### config.mk
export PLATFORM = sky130hd
export DESIGN_NAME = heater_proportional_control
export DESIGN_NICKNAME = d
export VERILOG_FILES = /design/src/hdl/hpc_pkg.sv /design/src/hdl/hpc_datapath.sv /design/src/hdl/heater_proportional_control.sv
export SDC_FILE = /design/constraint.sdc
export NUM_CORES = 1
export LEC_CHECK = 0
export ABC_AREA = 0
export BUFFER_PORTS_ARGS = -buffer_cell sky130_fd_sc_hd__buf_2
export CORE_ASPECT_RATIO = 1.4
export CORE_MARGIN = 1
export CORE_UTILIZATION = 65
export CTS_BUF_LIST = sky130_fd_sc_hd__clkbuf_8
export DETAILED_ROUTE_END_ITERATION = 6
export PLACE_DENSITY = 0.84
export REMOVE_ABC_BUFFERS = 1
export SLEW_MARGIN = 20
export SYNTH_ARGS = -nofsm -noshare
export SYNTH_HDL_FRONTEND = slang
export SYNTH_SLANG_ARGS = --single-unit
### constraint.sdc
create_clock -name i_clk -period 17.9 [get_ports i_clk]
set_input_delay 3.58 -clock i_clk [delete_from_list [all_inputs] [get_ports i_clk]]
set_output_delay 3.58 -clock i_clk [all_outputs]
set_load 0.005 [all_outputs]
### src/hdl/hpc_pkg.sv
// shared types and constants for the heater proportional controller
// no dependencies
`timescale 1ns / 1ps

package hpc_pkg;

    localparam int CFG_IDX_W  = 3;
    localparam int CFG_DATA_W = 9;

    // register indexes on the configuration port
    localparam logic [CFG_IDX_W-1:0] CFG_SETPOINT    = 3'd0;
    localparam logic [CFG_IDX_W-1:0] CFG_GAIN        = 3'd1;
    localparam logic [CFG_IDX_W-1:0] CFG_OFFSET      = 3'd2;
    localparam logic [CFG_IDX_W-1:0] CFG_SPIKE_LIMIT = 3'd3;
    localparam logic [CFG_IDX_W-1:0] CFG_BAND_HALF   = 3'd4;

    // reset values of the registers
    localparam logic [8:0] SETPOINT_RST    = 9'd300;
    localparam logic [7:0] GAIN_RST        = 8'd70;
    localparam logic [3:0] OFFSET_RST      = 4'd3;
    localparam logic [3:0] SPIKE_LIMIT_RST = 4'd3;
    localparam logic [5:0] BAND_HALF_RST   = 6'd10;

    typedef struct packed {
        logic [8:0] setpoint;
        logic [7:0] gain;
        logic [3:0] offset;
        logic [3:0] spike_limit;
        logic [5:0] band_half;
    } t_cfg;

    typedef struct packed {
        logic [9:0] drive;
        logic [8:0] temperature;
        logic       in_band;
        logic       rejected;
    } t_result;

endpackage

### src/hdl/hpc_datapath.sv
// conversion, spike rejection, proportional drive and band check for one sample
// depends on hpc_pkg
`timescale 1ns / 1ps

module hpc_datapath #(
    parameter int DRIVE_MAX = 1023,
    parameter int ADC_ZERO  = 1000
) (
    input  hpc_pkg::t_cfg    i_cfg,
    input  logic [9:0]       i_adc_sample,
    input  logic [8:0]       i_last_good,
    input  logic             i_primed,
    output hpc_pkg::t_result o_result
);
    import hpc_pkg::*;

    localparam logic [9:0]  ZERO    = 10'(ADC_ZERO);
    localparam logic [19:0] DMAX    = 20'(DRIVE_MAX);
    localparam logic [9:0]  DMAX_LO = 10'(DRIVE_MAX);

    logic [9:0]         w_span;
    logic [8:0]         w_now;
    logic signed [9:0]  w_delta;
    logic [9:0]         w_mag;
    logic               w_spike;
    logic [8:0]         w_temp;
    logic signed [10:0] w_err;
    logic signed [19:0] w_gain_s;
    logic signed [19:0] w_err_s;
    logic signed [19:0] w_prod;
    logic signed [10:0] w_t;
    logic signed [10:0] w_lo;
    logic signed [10:0] w_hi;

    always_comb begin
        w_span  = ZERO - i_adc_sample;
        w_now   = (i_adc_sample > ZERO) ? 9'd0 : w_span[9:1];

        w_delta = $signed({1'b0, w_now}) - $signed({1'b0, i_last_good});
        w_mag   = w_delta[9] ? 10'(-w_delta) : 10'(w_delta);
        // before the first transfer every sample is taken
        w_spike = i_primed && (w_mag > {6'd0, i_cfg.spike_limit});
        w_temp  = w_spike ? i_last_good : w_now;

        w_err    = $signed({2'b00, i_cfg.setpoint}) - $signed({2'b00, w_temp})
                 + $signed({7'd0, i_cfg.offset});
        w_gain_s = $signed({12'd0, i_cfg.gain});
        w_err_s  = 20'(w_err);
        w_prod   = w_gain_s * w_err_s;

        w_t  = $signed({2'b00, w_temp});
        w_lo = $signed({2'b00, i_cfg.setpoint}) - $signed({5'd0, i_cfg.band_half});
        w_hi = $signed({2'b00, i_cfg.setpoint}) + $signed({5'd0, i_cfg.band_half});

        priority if (w_prod[19]) begin
            o_result.drive = 10'd0;
        end else if (20'(w_prod) > DMAX) begin
            o_result.drive = DMAX_LO;
        end else begin
            o_result.drive = w_prod[9:0];
        end
        o_result.temperature = w_temp;
        o_result.in_band     = (w_t > w_lo) && (w_t < w_hi);
        o_result.rejected    = w_spike;
    end

endmodule

### src/hdl/heater_proportional_control.sv
// top level of the heater proportional controller: config registers, state, result register
// depends on hpc_pkg and hpc_datapath
`timescale 1ns / 1ps

// Takes one 10-bit converter sample per transfer and returns one result per sample:
// the spike-filtered temperature, the saturated heater drive, an in-band flag and a
// rejected flag. One sample can be taken every cycle while the output is not stalled; its
// result is registered and appears in the cycle after the input transfer, held in a single
// output register that is reloaded in the same cycle it is drained, so throughput is one
// sample per cycle unless a held result is stalled. Configuration writes are always ready and
// take effect on the next sample; indexes beyond the register list are ignored.
module heater_proportional_control #(
    parameter int DRIVE_MAX = 1023,
    parameter int ADC_ZERO  = 1000
) (
    input  logic                             i_clk,
    input  logic                             i_rst_n,
    input  logic                             i_in_valid,
    output logic                             o_in_stall,
    input  logic [9:0]                       i_adc_sample,
    output logic                             o_out_valid,
    input  logic                             i_out_stall,
    output logic [9:0]                       o_drive,
    output logic [8:0]                       o_temperature,
    output logic                             o_in_band,
    output logic                             o_rejected,
    input  logic                             i_cfg_valid,
    output logic                             o_cfg_ready,
    input  logic [hpc_pkg::CFG_IDX_W-1:0]    i_cfg_index,
    input  logic [hpc_pkg::CFG_DATA_W-1:0]   i_cfg_data
);
    import hpc_pkg::*;

    t_cfg       r_cfg, n_cfg;
    logic [8:0] r_last_good;
    logic       r_primed;
    logic       r_out_valid;
    t_result    r_out;
    t_result    w_result;
    logic       w_in_xfer;

    hpc_datapath #(
        .DRIVE_MAX (DRIVE_MAX),
        .ADC_ZERO  (ADC_ZERO)
    ) u_datapath (
        .i_cfg        (r_cfg),
        .i_adc_sample (i_adc_sample),
        .i_last_good  (r_last_good),
        .i_primed     (r_primed),
        .o_result     (w_result)
    );

    assign o_cfg_ready = 1'b1;
    // input may transfer whenever the result register is empty or being drained
    assign o_in_stall  = r_out_valid && i_out_stall;
    assign w_in_xfer   = i_in_valid && !o_in_stall;

    always_comb begin
        n_cfg = r_cfg;
        if (i_cfg_valid) begin
            unique case (i_cfg_index)
                CFG_SETPOINT:    n_cfg.setpoint    = i_cfg_data[8:0];
                CFG_GAIN:        n_cfg.gain        = i_cfg_data[7:0];
                CFG_OFFSET:      n_cfg.offset      = i_cfg_data[3:0];
                CFG_SPIKE_LIMIT: n_cfg.spike_limit = i_cfg_data[3:0];
                CFG_BAND_HALF:   n_cfg.band_half   = i_cfg_data[5:0];
                default:         n_cfg             = r_cfg;
            endcase
        end
    end

    always_ff @(posedge i_clk) begin
        if (!i_rst_n) begin
            r_cfg.setpoint    <= SETPOINT_RST;
            r_cfg.gain        <= GAIN_RST;
            r_cfg.offset      <= OFFSET_RST;
            r_cfg.spike_limit <= SPIKE_LIMIT_RST;
            r_cfg.band_half   <= BAND_HALF_RST;
            r_last_good       <= 9'd0;
            r_primed          <= 1'b0;
            r_out_valid       <= 1'b0;
        end else begin
            r_cfg <= n_cfg;
            if (w_in_xfer) begin
                r_out_valid <= 1'b1;
                r_primed    <= 1'b1;
                if (!w_result.rejected) begin
                    r_last_good <= w_result.temperature;
                end
            end else if (!i_out_stall) begin
                r_out_valid <= 1'b0;
            end
        end
    end

    always_ff @(posedge i_clk) begin
        if (w_in_xfer) begin
            r_out <= w_result;
        end
    end

    assign o_out_valid   = r_out_valid;
    assign o_drive       = r_out.drive;
    assign o_temperature = r_out.temperature;
    assign o_in_band     = r_out.in_band;
    assign o_rejected    = r_out.rejected;

`ifndef SYNTHESIS
    // the held result always matches the stored last accepted temperature
    a_temp_tracks_state: assert property (@(posedge i_clk) disable iff (!i_rst_n)
        o_out_valid |-> (o_temperature == r_last_good))
        else $error("held temperature differs from last accepted temperature");

    a_primed_with_result: assert property (@(posedge i_clk) disable iff (!i_rst_n)
        o_out_valid |-> r_primed)
        else $error("result present before first sample was taken");

    // temperature above setpoint plus offset gives a negative error
    a_drive_off_when_hot: assert property (@(posedge i_clk) disable iff (!i_rst_n)
        (o_out_valid && ({1'b0, o_temperature} >
            ({1'b0, r_cfg.setpoint} + {6'd0, r_cfg.offset}))) |-> (o_drive == 10'd0))
        else $error("drive not zero for temperature above target");

    a_stall_needs_result: assert property (@(posedge i_clk) disable iff (!i_rst_n)
        o_in_stall |-> o_out_valid)
        else $error("input stalled with empty result register");

    a_accept_loads_result: assert property (@(posedge i_clk) disable iff (!i_rst_n)
        w_in_xfer |=> o_out_valid)
        else $error("input transfer did not produce a result");
`endif

endmodule

==> results of run 1 <==
==> critical path: cells and delay by family <==
kind            cells  cell delay [ps]
fa+ha+maj          10             3810
simple gates       10             2450
xor+xnor            2              360
compound gates     23             4860
buf+inv             7              550
==> sequential cells by signal, indices dropped and copies added (netlist names) <==
signal and flops:
o_rejected 1, r_primed 1, o_temperature 9, o_out_valid 1, o_in_band 1, o_drive 10
r_last_good 9, r_cfg 31
==> per-layer routing <==
layer | vias to the layer above | global-route usage | wire (µm)
li1 | 3288 | - | -
met1 | 3221 | 0.274 | 6700
met2 | 185 | 0.609 | 10600
met3 | 82 | 0.0454 | 544
met4 | 0 | 0.222 | 1180
met5 | - | 0 | 0
==> logic make-up (layout without fill, tap and decap cells) <==
logic type,after synthesis,in the layout,share of synthesized area
buffers and inverters,183,220,0.0847
other,1,1,0.000452
and+or+nand+nor,285,285,0.166
AOI/OAI and AO/OA,192,192,0.157
xor gates and xnor gates,53,53,0.0568
adders and majority gates,175,175,0.333
muxes,21,21,0.0256
DFF,63,63,0.177
==> per-stage QoR <==
| stage | cells | worst slack [ps] | utilization | cell area (µm²) |
|---|---|---|---|---|
| CTS | 1160 | 2180 | 0.711 | 8800 |
| global placement | 1144 | 1990 | 0.697 | 8620 |
| global route | 1160 | 1130 | 0.712 | 8800 |
| detailed placement | 1144 | 1810 | 0.697 | 8620 |
| floorplan | 944 | 3260 | - | 8180 |
| finish | 1160 | 2350 | 0.712 | 8800 |
==> path summary, 6_finish.rpt <==
check                                      from    endpoint  slack [ps]
worst min-delay path                   r_cfg[7]    r_cfg[7]         490
worst min register to register         r_cfg[7]    r_cfg[7]         490
worst max-delay path            i_adc_sample[0]  o_drive[5]        2350
worst max register to register   r_last_good[1]  o_drive[5]        6580
==> report_power, final <==
part           leakage [nW]  internal [mW]  switching (mW)
logic                  3.68          0.586           0.797
clock network        0.0962         0.0519          0.0644
registers             0.550          0.196         0.00870
==> layout make-up <==
class / count / area share
Tap cell: 150 / 0.0213
Timing Repair Buffer: 50 / 0.0287
Inverter: 154 / 0.0657
Sequential cell: 63 / 0.167
Multi-Input combinational cell: 727 / 0.697
Clock buffer: 9 / 0.0141
Clock inverter: 7 / 0.00611
==> layout by cell type, fill, tap and decap left out, drive strengths merged, types with 3 or more instances in the layout <==
cell type / instances
clkinv: 3
o21a: 22
and2: 42
or3: 5
fa: 77
nor3: 12
ha: 98
o21bai: 7
a211oi: 4
a21boi: 18
clkbuf: 9
or2: 3
nand2b: 9
inv: 158
o21ai: 33
dfxtp: 42
mux2i: 19
xnor2: 33
edfxtp: 21
nand3: 14
a21o: 19
buf: 50
xor2: 20
o22ai: 3
a41oi: 3
o211ai: 13
a21oi: 41
o31a: 3
nand4: 9
and3: 6
nor2: 45
nand2: 113
nor2b: 19
o31ai: 7
==> flow_metrics.tcl, run 1 <==
set metrics [dict create \
    netlist_area_mm2 0.00831 \
    fin_skew_ps 9.18 \
    register_area_mm2 0.00147 \
    max_stage_delay_ps 660 \
    ff2ff_path_depth 46 \
    cap_violations 0 \
    post-cts-setup-buffers 0 \
    hpwl_um 15700 \
    place.gp.congestion 1.01 \
    end_kind "flip-flop" \
    portBuffers 49 \
    rsz0062_at_grt "no" \
    yosys_warnings 0 \
    dieHeight_um 136 \
    drtPass1Iterations 5 \
    synthArstFlopShare 0 \
    cts_tree "done" \
    area_growth_pct 6.00 \
    ctsHoldBuffers 0 \
    p_total_mw 1.70 \
    required_ps 18020 \
    hold_path_class "reg -> reg" \
    via_count 6776 \
    routed_via_density 5.84 \
    synth.largest_area_cell "fa_1" \
    setup-violations-final 0 \
    critPathLaunchType "input port" \
    worst_pin_slew_ps 901 \
    rows 48 \
    cts_max_path_buffers 2 \
    synthTopCellsByArea "fa_1, ha_1, dfxtp_1" \
    syn_inst 973 \
    wirelength_um 19000 \
    synth_edf_count 21 \
    grt_first_pass_wirelength_um 31700 \
    worst-path-max-fanout 33 \
    drive_gt1_frac 0.0752 \
    synthDominantCellAreaShare 0.186 \
    remaining_drc_errors 0 \
    whs_ps 491 \
    final_hold_viol_count 0 \
    period_share 0.868 \
    final_max_slew_viol_count 0 \
    tns_ps 0 \
    period_needed_ps 15550 \
    fill_cells 1015 \
    clk_pin_slew_ps 80 \
    irDropWorstVdd_mv 0.140 \
    clock-root-buffer "clkbuf_8" \
    die_area_mm2 0.0132 \
    grt_pass1_vias 7083 \
    slew_headroom 0.398 \
    antennaDiodeCount 0 \
    hold-path-cell-count 2 \
    fmax_mhz 64.3 \
    crit_slowest_cell "a211oi_1" \
    worstSkewPairLatency_ps 370 \
    status "finished clean" \
    cts_sinks 63 \
    dr.first_iter.drc_count 206 \
    yosysMostFrequentCell "inv_1" \
    synth_ff_type "dfxtp_1" \
    synth_seq_cells 63 \
    grtUsageTotal 0.306 \
    coreArea_mm2 0.0124 \
    arrival_ps 15670 \
    power_density_mw_per_mm2 194 \
    synth_commonest_cells "inv_1, nand2_1, ha_1" \
    die_x_um 97.5 \
    htree_levels 3 \
    cts_buffers 9 \
    ys_types 63 \
    drtAntennaViolNets 0 \
    grt_max_degree 49 \
    ys_seq_area_frac 0.177 \
    nets 1207 \
    avgSynthCellArea_um2 8.54 \
    multi_input_area_mm2 0.00614 \
    pin_count 51 \
    start_util 0.671 \
    grt-ovfl-total 0 \
    cts_resized 0 \
    total_leakage_power_nw 4.33 \
    critical_path_class "in -> reg" \
    wl_per_cell_um 16.4 \
    antenna_found_initial 0 \
]
Power figures use the tool's default switching activity.
==> inputs of run 2 (changes only) <==
- SYNTH_HIERARCHICAL: default -> 1
==> run 2 against run 1 <==
Via count is 10% higher; clock-buffer cell count stayed put; register-to-register slack worse by 1400 ps; global-route usage is 1.7 points higher; synthesized cell count is 7.2% higher; design area is 5.6% higher; sequential share of layout area is 0.89 points lower; routed wire length is 13% higher.
==> flow_metrics.tcl, run 2 <==
set metrics [dict create \
    worstSkewPairLatency_ps 360 \
    drtPass1Iterations 6 \
    rows 49 \
    wirelength_um 21500 \
    cts_tree "done" \
    clk_pin_slew_ps 80 \
    critical_path_class "in -> reg" \
    multi_input_area_mm2 0.00651 \
    grt_pass1_vias 7470 \
    required_ps 17980 \
    synth_edf_count 21 \
    portBuffers 49 \
    die_area_mm2 0.0140 \
    pin_count 51 \
    antenna_found_initial 0 \
    ctsHoldBuffers 0 \
    whs_ps 465 \
    hold_path_class "reg -> reg" \
    regMostFlops "r_cfg" \
    ys_seq_area_frac 0.168 \
    dieHeight_um 139 \
    grt-ovfl-total 0 \
    area_growth_pct 6.03 \
    synth.largest_area_cell "fa_1" \
    die_x_um 100 \
    slew_headroom 0.357 \
    wl_per_cell_um 17.1 \
    place.gp.congestion 0.982 \
    fmax_mhz 59.7 \
    cts_max_path_buffers 2 \
    register_area_mm2 0.00147 \
    yosysMostFrequentCell "inv_1" \
    grtUsageTotal 0.322 \
    worst-path-max-fanout 10 \
    ys_types 76 \
    cts_sinks 63 \
    max_stage_delay_ps 550 \
    synth_commonest_cells "inv_1, ha_1, nand2_1" \
    nets 1269 \
    synthTopCellsByArea "fa_1, ha_1, dfxtp_1" \
    avgSynthCellArea_um2 8.41 \
    arrival_ps 16830 \
    synthArstFlopShare 0 \
    critPathLaunchType "input port" \
    routed_via_density 5.95 \
    drtAntennaViolNets 0 \
    cts_buffers 9 \
    r2r_setup_slack_ps 5140 \
    via_count 7474 \
    synth_seq_cells 63 \
    period_needed_ps 16760 \
    grt_max_degree 60 \
    mostFrequentLayoutCells "inv_1, ha_1, nand2_1" \
    synth_ff_type "dfxtp_1" \
    path_delay_family "compound AO/OA/AOI/OAI gates" \
    final_area_mm2 0.00930 \
    clock-root-buffer "clkbuf_8" \
    critPathBufInv 7 \
    fin_skew_ps 19.7 \
    grt_first_pass_wirelength_um 35300 \
    final_max_slew_viol_count 0 \
    worst_pin_slew_ps 963 \
    tns_ps 0 \
    dpl_worst_slack_ps 715 \
    status "finished clean" \
    final_hold_viol_count 0 \
    fill_cells 1062 \
    htree_levels 3 \
    synthDominantCellAreaShare 0.171 \
    crit_slowest_cell "fa_1" \
    start_util 0.675 \
    coreArea_mm2 0.0130 \
    placed_cell_area_mm2 0.00911 \
    drive_gt1_frac 0.0871 \
    dr.first_iter.drc_count 280 \
    period_share 0.936 \
    largest_reg_flops 31 \
    netlist_area_mm2 0.00877 \
    yosys_warnings 6 \
    antennaDiodeCount 0 \
    remaining_drc_errors 0 \
    setup-violations-final 0 \
    syn_inst 1043 \
    finalWorstSetupSlack_ps 1140 \
    final_common_cell "inv_1" \
    worst_path_most_repeated_cell "a21oi_1" \
    end_kind "flip-flop" \
    hpwl_um 17500 \
    cap_violations 0 \
]
run 2: cell count changes after synthesis, sizes merged, moves of 9 or more:
cell and delta:
a21boi -17, nand3 +45, a21oi +18, o21a -12, inv +13, mux2i +9, nor2b -12, nand2 -22
o21ai +13
run 2: final cells by class:
cell class	instances	share of cell area
flip-flops and latches	63	0.158
repair buffers	57	0.0328
multi-input cells	776	0.700
clock buffers	9	0.0133
well taps	178	0.0239
inverters	167	0.0674
clock inverters	7	0.00444
run 2: what timing repair did:
item | 4_1_cts | 5_1_grt
hold endpoints to repair | 0 | 0
endpoints found under the setup margin | 0 | 10
buffers inserted | 0 | 3
resized for setup | 0 | 0
run 2: worst paths after layout:
kind,start,endpoint,cells past startpoint
max,i_adc_sample[0],o_drive[3],61
min,r_last_good[7],r_last_good[7],2
max reg2reg,r_last_good[2],o_drive[3],55
min reg2reg,r_last_good[7],r_last_good[7],2
run 2: per-stage QoR:
stage | instances | util
after floorplan | 1006 | -
after global placement | 1238 | 0.701
after detailed placement | 1238 | 0.701
after CTS | 1254 | 0.714
after global routing | 1257 | 0.716
final | 1257 | 0.716
run 2: logic make-up after synthesis:
group,after synthesis,synth area share
AOI/OAI and AO/OA,205,0.152
DFF,63,0.168
buffers and inverters,204,0.0906
adders and majority gates,168,0.304
xor gates and xnor gates,54,0.0548
and+or+nand+nor,315,0.192
muxes,33,0.0384
other,1,0.000428
run 2: worst register-to-register path, delay by kind of cell (launching register included):
kind	cells	cell delay, ps
buffers and inverters	6	510
AOI/OAI and AO/OA	26	4710
and+or+nand+nor	9	1630
muxes	2	760
xor gates and xnor gates	3	770
DFF	1	380
adders and majority gates	9	3730
run 2: layer usage:
| metal | routed length, µm | part of all wire | track usage | vias to the layer above |
|---|---|---|---|---|
| met2 | 11800 | 0.55 | 0.611 | 226 |
| met4 | 1130 | 0.052 | 0.194 | 0 |
| met3 | 672 | 0.031 | 0.0342 | 75 |
| met1 | 7910 | 0.37 | 0.332 | 3589 |
| met5 | 0 | 0 | 0 | - |
| li1 | - | - | - | 3584 |
Power of run 2 is left out: the tool's default activity adds up to more than one toggle a clock period on the data nets, which glitch-free logic cannot reach.
